**config.mk**
```make
export PLATFORM = sky130hd
export DESIGN_NAME = serial_packet_command_bridge_flat
export DESIGN_NICKNAME = d
export VERILOG_FILES = /design/src/spcb_pkg.sv /design/src/spcb_in_if.sv /design/src/spcb_out_if.sv /design/src/spcb_front.sv /design/src/spcb_queue.sv /design/src/spcb_back.sv /design/src/serial_packet_command_bridge.sv /design/src/flat_wrapper.sv
export VERILOG_INCLUDE_DIRS = /design/src /design/src/src
export SDC_FILE = /design/constraint.sdc
export NUM_CORES = 1
export LEC_CHECK = 0
export BUFFER_PORTS_ARGS = -buffer_cell sky130_fd_sc_hd__buf_2
export CAP_MARGIN = 5
export CORE_UTILIZATION = 55
export CTS_CLUSTER_DIAMETER = 200
export CTS_CLUSTER_SIZE = 20
export DETAILED_ROUTE_END_ITERATION = 10
export PLACE_DENSITY_LB_ADDON = 0.3
export SLEW_MARGIN = 0
export SYNTH_ARGS = -nofsm -noshare
export SYNTH_HDL_FRONTEND = slang
export SYNTH_SLANG_ARGS = --single-unit
```
**constraint.sdc**
```tcl
create_clock -name clk -period 6.1 [get_ports clk]
set_input_delay 0 -clock clk [delete_from_list [all_inputs] [get_ports clk]]
set_output_delay 0 -clock clk [all_outputs]
set_load 0.03 [all_outputs]
```
**src/assert_macros.svh**
```systemverilog
// Assertion helpers used by the RTL.
`ifndef ASSERT_MACROS_SVH
`define ASSERT_MACROS_SVH

`ifndef SYNTHESIS

`define SPCB_ASSERT_IMP(lbl, clk, rst_n, ante, cons) \
    lbl: assert property (@(posedge clk) disable iff (!rst_n) (ante) |-> (cons)) \
        else $error("same-cycle implication violated");

`define SPCB_ASSERT_NXT(lbl, clk, rst_n, ante, cons) \
    lbl: assert property (@(posedge clk) disable iff (!rst_n) (ante) |=> (cons)) \
        else $error("next-cycle implication violated");

`else

`define SPCB_ASSERT_IMP(lbl, clk, rst_n, ante, cons)
`define SPCB_ASSERT_NXT(lbl, clk, rst_n, ante, cons)

`endif

`endif

```
**src/spcb_pkg.sv**
```systemverilog
package spcb_pkg;

    localparam int MAX_PAYLOAD = 6;
    localparam int PIDX_W      = $clog2(MAX_PAYLOAD);

    localparam int MAX_BEATS   = 6;
    localparam int BEAT_W      = $clog2(MAX_BEATS + 1);
    localparam int BIDX_W      = $clog2(MAX_BEATS);

    localparam int QUEUE_DEPTH = 2;
    localparam int Q_AW        = $clog2(QUEUE_DEPTH);
    localparam int Q_CW        = $clog2(QUEUE_DEPTH + 1);

    localparam logic [1:0] IN_SERIAL = 2'd0;
    localparam logic [1:0] IN_SPI    = 2'd1;
    localparam logic [1:0] IN_ADC    = 2'd2;

    localparam logic [1:0] OUT_SERIAL    = 2'd0;
    localparam logic [1:0] OUT_SPI       = 2'd1;
    localparam logic [1:0] OUT_RESET     = 2'd2;
    localparam logic [1:0] OUT_ADC_START = 2'd3;

    localparam logic [7:0] CMD_RESET = 8'd2;
    localparam logic [7:0] CMD_SPI   = 8'd3;
    localparam logic [7:0] CMD_ADC   = 8'd4;

    localparam logic [7:0] SPI_LEN    = 8'd4;
    localparam logic [7:0] ONE_LEN    = 8'd1;
    localparam logic [7:0] RESP_TAG   = 8'd3;
    localparam logic [7:0] RESP_LEN   = 8'd4;
    localparam logic [7:0] ADC_TAG    = 8'd4;
    localparam logic [7:0] ADC_LEN    = 8'd2;

    localparam int         LEFT_ADJ_BIT = 5;
    localparam logic [7:0] CHAN_RESET   = 8'h20;

    typedef enum logic [2:0] {
        PH_CMD  = 3'd0,
        PH_LEN  = 3'd1,
        PH_DATA = 3'd2,
        PH_SKIP = 3'd3,
        PH_SPI  = 3'd4
    } phase_t;

    typedef struct packed {
        logic [1:0]                  okind;
        logic [BEAT_W-1:0]           nbeats;
        logic [MAX_BEATS-1:0][7:0]   bytes;
    } job_t;

endpackage

```
**src/spcb_in_if.sv**
```systemverilog
interface spcb_in_if;
    logic       valid;
    logic       ready;
    logic [1:0] kind;
    logic [7:0] byte_value;
    logic [9:0] sample;

    modport source (output valid, kind, byte_value, sample, input ready);
    modport sink   (input valid, kind, byte_value, sample, output ready);
endinterface

```
**src/spcb_out_if.sv**
```systemverilog
interface spcb_out_if;
    logic       valid;
    logic       ready;
    logic [1:0] out_kind;
    logic [7:0] out_byte;
    logic       last;

    modport source (output valid, out_kind, out_byte, last, input ready);
    modport sink   (input valid, out_kind, out_byte, last, output ready);
endinterface

```
**src/spcb_front.sv**
```systemverilog
module spcb_front (
    input  logic          clk,
    input  logic          rst_n,
    spcb_in_if.sink       item,
    input  logic          q_ready,
    output logic          job_valid,
    output spcb_pkg::job_t job
);
    import spcb_pkg::*;

    phase_t     phase_reg, phase_next;
    logic [7:0] command_reg, command_next;
    logic [7:0] length_reg, length_next;
    logic [7:0] count_reg, count_next;
    logic [7:0] chan_reg, chan_next;
    logic       armed_reg, armed_next;
    logic [7:0] pay_reg  [MAX_PAYLOAD];
    logic [7:0] pay_next [MAX_PAYLOAD];

    logic       accept;
    logic       run;
    logic [7:0] run_len;
    logic [7:0] count_inc;
    logic [7:0] adc_lo, adc_hi;

    assign item.ready = q_ready;
    assign accept     = item.valid && item.ready;
    assign count_inc  = 8'(count_reg + 8'd1);

    always_comb
    begin
        if (chan_reg[LEFT_ADJ_BIT])
        begin
            adc_hi = item.sample[9:2];
            adc_lo = {item.sample[1:0], 6'b0};
        end
        else
        begin
            adc_lo = item.sample[7:0];
            adc_hi = {6'b0, item.sample[9:8]};
        end
    end

    always_comb
    begin
        phase_next   = phase_reg;
        command_next = command_reg;
        length_next  = length_reg;
        count_next   = count_reg;
        chan_next    = chan_reg;
        armed_next   = armed_reg;
        pay_next     = pay_reg;
        run          = 1'b0;
        run_len      = length_reg;
        job_valid    = 1'b0;
        job          = '0;

        if (accept)
        begin
            case (item.kind)
                IN_SERIAL:
                begin
                    case (phase_reg)
                        PH_CMD:
                        begin
                            command_next = item.byte_value;
                            phase_next   = PH_LEN;
                        end
                        PH_LEN:
                        begin
                            length_next = item.byte_value;
                            run_len     = item.byte_value;
                            count_next  = '0;
                            if (item.byte_value > 8'(MAX_PAYLOAD))
                                phase_next = PH_SKIP;
                            else if (item.byte_value == 8'd0)
                                run = 1'b1;
                            else
                                phase_next = PH_DATA;
                        end
                        PH_DATA:
                        begin
                            if (count_reg < 8'(MAX_PAYLOAD))
                                pay_next[count_reg[PIDX_W-1:0]] = item.byte_value;
                            count_next = count_inc;
                            if (count_inc >= length_reg)
                                run = 1'b1;
                        end
                        PH_SKIP:
                        begin
                            count_next = count_inc;
                            if (count_inc >= length_reg)
                                phase_next = PH_CMD;
                        end
                        default:
                        begin
                        end
                    endcase

                    if (run)
                    begin
                        phase_next = PH_CMD;
                        case (command_reg)
                            CMD_RESET:
                            begin
                                if (run_len == ONE_LEN)
                                begin
                                    job_valid     = 1'b1;
                                    job.okind     = OUT_RESET;
                                    job.nbeats    = BEAT_W'(1);
                                    job.bytes[0]  = {7'b0, pay_next[0] != 8'd0};
                                end
                            end
                            CMD_SPI:
                            begin
                                if (run_len == SPI_LEN)
                                begin
                                    job_valid    = 1'b1;
                                    job.okind    = OUT_SPI;
                                    job.nbeats   = BEAT_W'(4);
                                    job.bytes[0] = pay_next[0];
                                    job.bytes[1] = pay_next[1];
                                    job.bytes[2] = pay_next[2];
                                    job.bytes[3] = pay_next[3];
                                    count_next   = '0;
                                    phase_next   = PH_SPI;
                                end
                            end
                            CMD_ADC:
                            begin
                                if (run_len == ONE_LEN)
                                    chan_next = pay_next[0] & ~CHAN_RESET;
                                armed_next   = 1'b1;
                                job_valid    = 1'b1;
                                job.okind    = OUT_ADC_START;
                                job.nbeats   = BEAT_W'(1);
                                job.bytes[0] = chan_next;
                            end
                            default:
                            begin
                            end
                        endcase
                    end
                end
                IN_SPI:
                begin
                    if (phase_reg == PH_SPI)
                    begin
                        if (count_reg < 8'd4)
                            pay_next[count_reg[PIDX_W-1:0]] = item.byte_value;
                        count_next = count_inc;
                        if (count_inc >= 8'd4)
                        begin
                            phase_next   = PH_CMD;
                            job_valid    = 1'b1;
                            job.okind    = OUT_SERIAL;
                            job.nbeats   = BEAT_W'(6);
                            job.bytes[0] = RESP_TAG;
                            job.bytes[1] = RESP_LEN;
                            job.bytes[2] = pay_next[0];
                            job.bytes[3] = pay_next[1];
                            job.bytes[4] = pay_next[2];
                            job.bytes[5] = pay_next[3];
                        end
                    end
                end
                IN_ADC:
                begin
                    if (armed_reg)
                    begin
                        job_valid    = 1'b1;
                        job.okind    = OUT_SERIAL;
                        job.nbeats   = BEAT_W'(4);
                        job.bytes[0] = ADC_TAG;
                        job.bytes[1] = ADC_LEN;
                        job.bytes[2] = adc_lo;
                        job.bytes[3] = adc_hi;
                    end
                    armed_next = 1'b0;
                end
                default:
                begin
                end
            endcase
        end
    end

    always_ff @(posedge clk or negedge rst_n)
    begin
        if (!rst_n)
        begin
            phase_reg   <= PH_CMD;
            command_reg <= '0;
            length_reg  <= '0;
            count_reg   <= '0;
            chan_reg    <= CHAN_RESET;
            armed_reg   <= 1'b0;
        end
        else
        begin
            phase_reg   <= phase_next;
            command_reg <= command_next;
            length_reg  <= length_next;
            count_reg   <= count_next;
            chan_reg    <= chan_next;
            armed_reg   <= armed_next;
        end
    end

    always_ff @(posedge clk)
    begin
        pay_reg <= pay_next;
    end

endmodule

```
**src/spcb_queue.sv**
```systemverilog
module spcb_queue (
    input  logic           clk,
    input  logic           rst_n,
    input  logic           push,
    input  spcb_pkg::job_t push_job,
    output logic           ready,
    output logic           head_valid,
    output spcb_pkg::job_t head,
    input  logic           pop
);
    import spcb_pkg::*;

    job_t            mem_reg [QUEUE_DEPTH];
    logic [Q_AW-1:0] wr_reg, wr_next;
    logic [Q_AW-1:0] rd_reg, rd_next;
    logic [Q_CW-1:0] cnt_reg, cnt_next;
    logic            do_pop;

    assign ready      = cnt_reg != Q_CW'(QUEUE_DEPTH);
    assign head_valid = cnt_reg != '0;
    assign head       = mem_reg[rd_reg];
    assign do_pop     = pop && head_valid;

    always_comb
    begin
        wr_next  = wr_reg;
        rd_next  = rd_reg;
        cnt_next = cnt_reg;
        if (push)
            wr_next = (wr_reg == Q_AW'(QUEUE_DEPTH - 1)) ? '0 : Q_AW'(wr_reg + 1'b1);
        if (do_pop)
            rd_next = (rd_reg == Q_AW'(QUEUE_DEPTH - 1)) ? '0 : Q_AW'(rd_reg + 1'b1);
        if (push && !do_pop)
            cnt_next = Q_CW'(cnt_reg + 1'b1);
        else if (!push && do_pop)
            cnt_next = Q_CW'(cnt_reg - 1'b1);
    end

    always_ff @(posedge clk or negedge rst_n)
    begin
        if (!rst_n)
        begin
            wr_reg  <= '0;
            rd_reg  <= '0;
            cnt_reg <= '0;
        end
        else
        begin
            wr_reg  <= wr_next;
            rd_reg  <= rd_next;
            cnt_reg <= cnt_next;
        end
    end

    always_ff @(posedge clk)
    begin
        if (push)
            mem_reg[wr_reg] <= push_job;
    end

endmodule

```
**src/spcb_back.sv**
```systemverilog
`include "assert_macros.svh"

module spcb_back (
    input  logic           clk,
    input  logic           rst_n,
    input  logic           head_valid,
    input  spcb_pkg::job_t head,
    output logic           pop,
    spcb_out_if.source     result
);
    import spcb_pkg::*;

    logic [BIDX_W-1:0] idx_reg, idx_next;
    logic              last_beat;
    logic              beat;

    assign last_beat       = BEAT_W'(BEAT_W'(idx_reg) + 1'b1) == head.nbeats;
    assign beat            = result.valid && result.ready;
    assign pop             = beat && last_beat;

    assign result.valid    = head_valid;
    assign result.out_kind = head.okind;
    assign result.out_byte = head.bytes[idx_reg];
    assign result.last     = last_beat;

    always_comb
    begin
        idx_next = idx_reg;
        if (beat)
            idx_next = last_beat ? '0 : BIDX_W'(idx_reg + 1'b1);
    end

    always_ff @(posedge clk or negedge rst_n)
    begin
        if (!rst_n)
            idx_reg <= '0;
        else
            idx_reg <= idx_next;
    end

    `SPCB_ASSERT_IMP(a_nbeats_nonzero, clk, rst_n, head_valid, head.nbeats != '0)
    `SPCB_ASSERT_IMP(a_idx_in_job, clk, rst_n, head_valid, BEAT_W'(idx_reg) < head.nbeats)
    `SPCB_ASSERT_NXT(a_idx_restart, clk, rst_n, pop, idx_reg == '0)

endmodule

```
**src/serial_packet_command_bridge.sv**
```systemverilog
// Serial packet command bridge. Items on the item channel are serial bytes, SPI replies and
// conversion-done events; the front classifies each one in the cycle it is accepted, updates
// the packet deframer state and, when a packet runs or a reply or report completes, can push
// one job into a two-entry job queue. The back sequencer expands each job into 1 to 6 result
// beats, one per cycle while the result channel is ready. An item is accepted every cycle
// while the job queue has room, so items that cause no result stream at one per cycle; the
// sustained rate under output load is one result beat per cycle, set by the back sequencer;
// a 6-byte SPI answer holds its job until its last beat. There is no clearing pass after reset.
module serial_packet_command_bridge (
    input  logic       clk,
    input  logic       rst_n,
    spcb_in_if.sink    item,
    spcb_out_if.source result
);
    import spcb_pkg::*;

    logic q_ready;
    logic job_valid;
    job_t job;
    logic head_valid;
    job_t head;
    logic pop;

    spcb_front u_front (
        .clk       (clk),
        .rst_n     (rst_n),
        .item      (item),
        .q_ready   (q_ready),
        .job_valid (job_valid),
        .job       (job)
    );

    spcb_queue u_queue (
        .clk        (clk),
        .rst_n      (rst_n),
        .push       (job_valid),
        .push_job   (job),
        .ready      (q_ready),
        .head_valid (head_valid),
        .head       (head),
        .pop        (pop)
    );

    spcb_back u_back (
        .clk        (clk),
        .rst_n      (rst_n),
        .head_valid (head_valid),
        .head       (head),
        .pop        (pop),
        .result     (result)
    );

endmodule
```
**src/flat_wrapper.sv**
```systemverilog
// flat-port wrapper written by rule: the top's interface ports become plain ports
module serial_packet_command_bridge_flat import spcb_pkg::*;
  (clk, rst_n, item_valid, item_kind, item_byte_value, item_sample, item_ready, result_valid, result_out_kind, result_out_byte, result_last, result_ready);
  spcb_in_if item_i ();
  spcb_out_if result_i ();
  input  logic clk;
  input  logic rst_n;
  input wire logic [$bits(item_i.valid)-1:0] item_valid;
  input wire logic [$bits(item_i.kind)-1:0] item_kind;
  input wire logic [$bits(item_i.byte_value)-1:0] item_byte_value;
  input wire logic [$bits(item_i.sample)-1:0] item_sample;
  output wire logic [$bits(item_i.ready)-1:0] item_ready;
  output wire logic [$bits(result_i.valid)-1:0] result_valid;
  output wire logic [$bits(result_i.out_kind)-1:0] result_out_kind;
  output wire logic [$bits(result_i.out_byte)-1:0] result_out_byte;
  output wire logic [$bits(result_i.last)-1:0] result_last;
  input wire logic [$bits(result_i.ready)-1:0] result_ready;
  assign item_i.valid = item_valid;
  assign item_i.kind = item_kind;
  assign item_i.byte_value = item_byte_value;
  assign item_i.sample = item_sample;
  assign item_ready = item_i.ready;
  assign result_valid = result_i.valid;
  assign result_out_kind = result_i.out_kind;
  assign result_out_byte = result_i.out_byte;
  assign result_last = result_i.last;
  assign result_i.ready = result_ready;
  serial_packet_command_bridge u_core (.clk(clk), .rst_n(rst_n), .item(item_i), .result(result_i));
endmodule
```
==> results of run 1 <==
==> metal layers <==
metal  vias up  GRT usage, %
li1       3021             -
met1      3368         41.14
met2       339         43.41
met3        72         4.649
met4         0         11.11
met5         -             0
==> placed cells by master (no fill, tap or decap), types with 3 or more instances in the layout <==
| master | Yosys | layout |
|---|---|---|
| o22ai_1 | 11 | 11 |
| edfxtp_1 | 136 | 136 |
| a21o_1 | 4 | 4 |
| or3_1 | 18 | 18 |
| clkbuf_16 | 0 | 17 |
| nor2_1 | 42 | 42 |
| ha_1 | 10 | 10 |
| mux4_2 | 24 | 24 |
| o21ai_1 | 6 | 6 |
| nor2b_1 | 10 | 9 |
| o21ai_2 | 3 | 3 |
| xor2_1 | 6 | 6 |
| and2_1 | 8 | 7 |
| nand2b_1 | 3 | 3 |
| mux2i_1 | 47 | 47 |
| mux2_2 | 64 | 64 |
| nor3_1 | 8 | 7 |
| clkinv_8 | 0 | 6 |
| xnor2_1 | 8 | 8 |
| a22oi_1 | 10 | 10 |
| nand2_1 | 64 | 64 |
| nor3b_1 | 5 | 5 |
| o22a_1 | 4 | 4 |
| o21ai_0 | 17 | 17 |
| buf_2 | 5 | 36 |
| inv_1 | 21 | 21 |
| dfrtp_1 | 42 | 41 |
| a21oi_1 | 75 | 75 |
| and3_1 | 4 | 4 |
| inv_6 | 0 | 3 |
| a211o_1 | 3 | 3 |
| nand3_1 | 36 | 36 |
| nor4_1 | 6 | 5 |
| or4_1 | 4 | 4 |
| buf_4 | 0 | 6 |
| dlygate4sd3_1 | 0 | 5 |
==> power groups by stage <==
stage	clock, W	sequential (W)	combinational [W]
after CTS	0.00113	0.00169	0.00127
after global placement	0	0.00171	0.00123
after floorplan	0	0.00152	0.00111
final	0.00112	0.00170	0.00127
after global routing	0.00118	0.00173	0.00138
after detailed placement	0	0.00172	0.00126
==> worst max-delay path: stages, from the launching register on <==
cell and delay [ps]:
dfrtp_1 530, ha_1 400, and3_1 330, xnor2_1 110, ha_1 300, nand3_1 70
nand2_1 70, a41oi_1 70, nor3_2 340, o21ai_2 310, o31ai_4 370, nor2b_4 850
buf_4 420
==> how the worst max path moves through the flow <==
stage | start | end | depth (start not counted)
3_3_place_gp | u_core.u_front.count_reg[0]$_DFFE_PN0P_ | u_core.u_queue.mem_reg[0][36]$_DFFE_PP_ | 12
5_1_grt | u_core.u_front.count_reg[0]$_DFFE_PN0P_ | u_core.u_queue.mem_reg[0][15]$_DFFE_PP_ | 12
2_1_floorplan | u_core.u_front.count_reg[0]$_DFFE_PN0P_ | u_core.u_queue.mem_reg[0][0]$_DFFE_PP_ | 13
6_report | u_core.u_front.count_reg[0]$_DFFE_PN0P_ | u_core.u_queue.mem_reg[0][15]$_DFFE_PP_ | 12
3_5_place_dp | u_core.u_front.count_reg[0]$_DFFE_PN0P_ | u_core.u_queue.mem_reg[0][10]$_DFFE_PP_ | 12
4_1_cts | u_core.u_front.count_reg[0]$_DFFE_PN0P_ | u_core.u_queue.mem_reg[0][15]$_DFFE_PP_ | 12
==> stage by stage <==
step                instances  power, W
floorplan                 797  0.002630
global placement         1000  0.002935
detailed placement       1000  0.002978
CTS                      1037  0.004096
global route             1037  0.004282
finish                   1037  0.004091
==> cell usage after synthesis, types with 10 or more instances <==
library cell	number	share of area [%]
a22oi_1	10	0.79
o22ai_1	11	0.72
edfxtp_1	136	43
dfrtp_1	42	11
nor2_1	42	1.7
or3_1	18	1.2
ha_1	10	1.3
inv_1	21	0.83
a21oi_1	75	3.9
nand3_1	36	1.9
o21ai_0	17	0.89
nor2b_1	10	0.65
nand2_1	64	2.5
mux2_2	64	7.5
mux2i_1	47	4.9
mux4_2	24	5.7
clkbuf_1	47	1.8
==> logic make-up after synthesis <==
kind of cell               share of synthesized area, %
AOI/OAI and AO/OA                                 10.28
and+or+nand+nor                                   11.45
adders and majority gates                         1.310
DFF                                               54.03
muxes                                             18.24
buffers and inverters                             3.405
xor gates and xnor gates                          1.284
==> final cells by class <==
class	instances	area [um^2]	area share [%]
Clock inverter	15	195.2	1.858
Timing Repair Buffer	47	275.3	2.621
Multi-Input combinational cell	537	4086	38.91
Tap cell	220	275.3	2.621
Sequential cell	179	5162	49.15
Clock buffer	17	425.4	4.051
Inverter	22	82.58	0.7863
==> repair_timing <==
item / 4_1_cts / 5_1_grt
hold buffers: 5 / 0
buffers inserted: 0 / 0
endpoints found under the hold margin: 48 / 0
==> impl_metrics.toml, run 1 <==
[clocking]
ctsResizeCount = 0
clock_sinks = 179
cts-buffers-inserted = 17
h-tree-depth = 4
root_buffer = "clkbuf_16"
clk_latency_ps = 440
clock_tree.buffer_depth = 2
clk_pin_slew_ps = 80
cts_tree = "built"

[finish]
antenna_cells = 0
syn_to_final_growth_pct = 9.941
final_area_um2 = 10500
fillers = 1297
largest_reg_flops = 104
fin_util_pct = 62.67
drive_above_1_share_pct = 21.91
layout.nets = 838

[pwr]
clockPowerShare_pct = 27.4
p_switching_w = 0.001534
max-vdd-ir-drop_v = 0.0002807
leakage_nw = 3.956
p_seq_share_pct = 41.5
power_density_nw_per_um2 = 389.5
switching_share_pct = 37.51
pwr-share-comb_pct = 31.1
power.internal_w = 0.002557

[detailed_routing]
dr_wl_met2_um = 11140
wl_met1_um = 10530
dr.max_layer_used = "met4"
antenna_left = 0
drt_iter0_markers = 763
firstDrtPassIters = 5
wl_per_cell_um = 23.44
vias_per_cell = 6.557
drt_wl_total_um = 24310
met3WireLength_um = 1974
post-route-drc-count = 0
num_vias = 6800

[global_route]
track_usage_pct = 28.49
antenna_found_initial = 0
grt_pass1_wl_um = 37920
overflow = 0
grt_max_degree = 53
grt_pass1_vias = 6681

[die]
coreArea_um2 = 16760
fp.dieH_um = 133.8
num_rows = 47
io_pins = 37
dieArea_um2 = 17900
start_util_pct = 57.00
die_w_um = 133.8

[setup_path]
worstSetupPathType = "flip-flop to flip-flop"
rr_startpoint = "u_core.u_front.count_reg[0]$_DFFE_PN0P_"
critPathArrivalTime_ps = 4650
ff2ff_path_depth = 12
critPathLaunchType = "flip-flop"
crit_path_end_kind = "flip-flop"
cp_max_fo = 33
regToRegEndpoint = "u_core.u_queue.mem_reg[0][15]$_DFFE_PP_"
crit_required_ps = 6220
reg2reg_setup_slack_ps = 1580

[timing]
finalMaxSlewViolations = 0
min_period_ps = 4523
rsz0062_at_grt = "no"
worst_slack_ps = 1577
fin_skew_ps = 13.72
hold_violations = 0
whs_ps = 33.76
finalSetupViolCount = 0
slew_headroom_pct = 15.07
timing.fmax_mhz = 221.1
max_slew.worst_pin.slew_ps = 1274
min_period_over_period_pct = 74.14
tns_ps = 0

[run_status]
outcome = "completed"

[yosys]
synth_seq_cells = 179
yosysWarningCount = 0
synth_area_um2 = 9553
avgSynthCellArea_um2 = 11.99
synth_nets = 831
synth_edf_count = 136
ys_types = 67
synth-seq-area-share_pct = 54.03
synthFlopType = "edfxtp_1"
synthesis.instances = 797
synth-async-reset-ratio_pct = 24.02

[min_path]
worstHoldEndpoint = "u_core.u_queue.mem_reg[0][31]$_DFFE_PP_"
hp-start = "item_sample[9]"
hp-class = "primary input to flip-flop"
whs_path_depth = 3

[placement]
placed_area_um2 = 9832
port_buffers = 36
post-place-ws_ps = 1633
dp_hpwl_um = 16730
gp_congestion = 0.9542

[job]
cap_violations = 0
Note: power is estimated with default switching activity, not from simulation.
==> inputs of run 2 (changes only) <==
Settings changed: ABC_AREA set to 1.
Clock period 6.1 ns to 4.3 ns, I/O delays scaled along.
==> run 2 against run 1 <==
Compared with the run above:
- die area increased by 5.4%
- synthesized cell count increased by 47%
- clock skew decreased by 3.5 ps
- combinational power increased by 84%
- utilization decreased by 0.72 points
- via count increased by 28%
- sequential cell count unchanged
- critical path type unchanged
==> impl_metrics.toml, run 2 <==
[run_status]
outcome = "completed"

[detailed_routing]
post-route-drc-count = 0
num_vias = 8707
drt_iter0_markers = 939
wl_per_cell_um = 19.01
antenna_left = 0
drt_wl_total_um = 27390
vias_per_cell = 6.042
firstDrtPassIters = 6

[yosys]
synthesis.instances = 1174
yosys.area.top_type_share_pct = 40.55
synthFlopType = "edfxtp_1"
synth-async-reset-ratio_pct = 24.02
synth-seq-area-share_pct = 51.24
ys_types = 48
synth.area.top_cells = "edfxtp_1 (41%), dfrtp_1 (10%), o21ai_0 (8.9%)"
synth_area_um2 = 10070
synth_seq_cells = 179
synth_commonest_cells = "nand2_1 (223), o21ai_0 (180), edfxtp_1 (136), nor2_1 (126), inv_1 (120)"
avgSynthCellArea_um2 = 8.579
yosysWarningCount = 0
synth_edf_count = 136
synth_nets = 1208
yosysMostFrequentCell = "nand2_1"
synth_top_area_cell = "edfxtp_1"

[pwr]
power_density_nw_per_um2 = 554.9
p_seq_share_pct = 36.0
switching_share_pct = 41.07
p_switching_w = 0.002536
total_power_w = 0.006176
leakage_nw = 4.620
pwr-share-comb_pct = 37.8
power.internal_w = 0.003639
max-vdd-ir-drop_v = 0.0006344
clockPowerShare_pct = 26.2

[finish]
most-common-layout-cells = "nand2_1 (223), o21ai_0 (180), edfxtp_1 (136)"
layout.nets = 1233
mostFrequentLayoutCell = "nand2_1"
largest_reg_flops = 104
syn_to_final_growth_pct = 10.48
final_area_um2 = 11130
drive_above_1_share_pct = 10.40
antenna_cells = 0

[placement]
gp_congestion = 0.9364
placed_area_um2 = 10440
port_buffers = 36
dp_hpwl_um = 18720

[clocking]
cts_tree = "built"
clock_sinks = 179
clock_tree.buffer_depth = 2
cts-buffers-inserted = 17
h-tree-depth = 4
clk_latency_ps = 440
root_buffer = "clkbuf_16"
post_cts_buffers = 0
clk_pin_slew_ps = 70

[timing]
min_period_ps = 3386
timing.fmax_mhz = 295.3
slew_headroom_pct = 26.92
tns_ps = 0
whs_ps = 88.40
finalSetupViolCount = 0
max_slew.worst_pin.slew_ps = 1096
hold_violations = 0
finalMaxSlewViolations = 0
rsz0062_at_grt = "no"
fin_skew_ps = 10.25
min_period_over_period_pct = 78.75

[global_route]
track_usage_pct = 30.17
grt_pass1_wl_um = 42120
grt_max_degree = 53
antenna_found_initial = 0
grt_pass1_vias = 7862
overflow = 0

[setup_path]
critPathLaunchType = "flip-flop"
reg2reg_setup_slack_ps = 910
rr_startpoint = "u_core.u_front.count_reg[2]$_DFFE_PN0P_"
cp_max_fo = 35
startpoint = "u_core.u_front.count_reg[2]$_DFFE_PN0P_"
worstSetupPathType = "flip-flop to flip-flop"
ff2ff_path_depth = 19
regToRegEndpoint = "u_core.u_queue.mem_reg[1][8]$_DFFE_PP_"
crit_end = "u_core.u_queue.mem_reg[1][8]$_DFFE_PP_"
critPathArrivalTime_ps = 3470
crit_path_end_kind = "flip-flop"
crit_required_ps = 4380

[die]
num_rows = 49
fp.dieH_um = 137.3
start_util_pct = 56.07
coreArea_um2 = 17960
io_pins = 37
die_w_um = 137.3
dieArea_um2 = 18860

[min_path]
hp-class = "primary input to flip-flop"

[job]
cap_violations = 0
[run 2: changes by cell type after synthesis, sizes merged, moves of 20 or more]
cell   before  now
mux4       24    0
mux2i      47   27
inv        22  127
nand2      64  235
nor2       42  131
o21ai      26  199
mux2       65    0
[run 2: how the worst min path moves through the flow]
stage / startpoint / to / slack [ps] / depth (start not counted)
finish: item_byte_value[6] / u_core.u_front.command_reg[6]$_DFFE_PN0P_ / 90 / 3
global route: item_byte_value[6] / u_core.u_front.command_reg[6]$_DFFE_PN0P_ / 60 / 3
CTS: item_byte_value[6] / u_core.u_front.command_reg[6]$_DFFE_PN0P_ / 50 / 3
detailed placement: rst_n / u_core.u_back.idx_reg[0]$_DFFE_PN0P_ / 240 / 1
global placement: rst_n / u_core.u_back.idx_reg[0]$_DFFE_PN0P_ / 250 / 1
floorplan: rst_n / u_core.u_back.idx_reg[0]$_DFFE_PN0P_ / -300 / 0
[run 2: layout make-up]
cell class              instances  area [um^2]
well taps                     229        286.5
clock inverters                13        166.4
fillers                      1533         6835
flip-flops and latches        179         5162
repair buffers                 60        395.4
clock buffers                  19        432.9
multi-input cells             808         4180
inverters                     133        504.2
[run 2: routing by layer]
metal,routed length [um],vias up,GRT usage (%)
li1,-,4094,-
met1,11580,4115,40.95
met2,12720,444,47.81
met3,2429,54,6.696
met4,658,0,10.20
met5,0,-,0
[run 2: what timing repair did]
item                                   in CTS  in global routing
gates resized for setup                     0                  0
endpoints found under the hold margin      52                  0
hold buffers                                9                  0
[run 2: worst max-delay path: stages, from the launching register on]
cell	delay (ps)
dfrtp_1	510
nand2_2	130
inv_2	60
nand3_1	100
nor2_1	210
nand3_1	100
nand2_1	120
inv_1	70
ha_1	300
nand2_1	60
nor2_1	110
nand2_1	70
nand2_1	70
nand2_1	100
nand2_2	200
nand2_1	100
nand2_2	90
nand2_2	90
nor2_4	100
buf_4	400
[run 2: power groups by stage]
stage	clock (W)	combinational (W)	sequential [W]
detailed placement	0	0.00230	0.00225
finish	0.00162	0.00234	0.00222
global placement	0	0.00225	0.00225
CTS	0.00163	0.00232	0.00222
global route	0.00169	0.00260	0.00225
floorplan	0	0.00184	0.00216
[run 2: logic make-up after synthesis]
group,after synthesis,synth area share (%)
buffers and inverters,187,7.354
AND/OR/NAND/NOR,445,18.97
adder cells (fa/ha/maj),10,1.242
flip-flops,179,51.24
multiplexers,27,2.683
XOR/XNOR,9,0.7826
AO/OA/AOI/OAI,317,17.73
[run 2: through the flow]
step                      utilization, %  cells  setup WS (ps)
after floorplan                        -   1174          546.8
after global placement             58.11   1400           1130
after detailed placement           58.11   1400           1042
after CTS                          61.95   1441          971.5
after global routing               61.95   1441          575.1
final                              61.95   1441          913.6
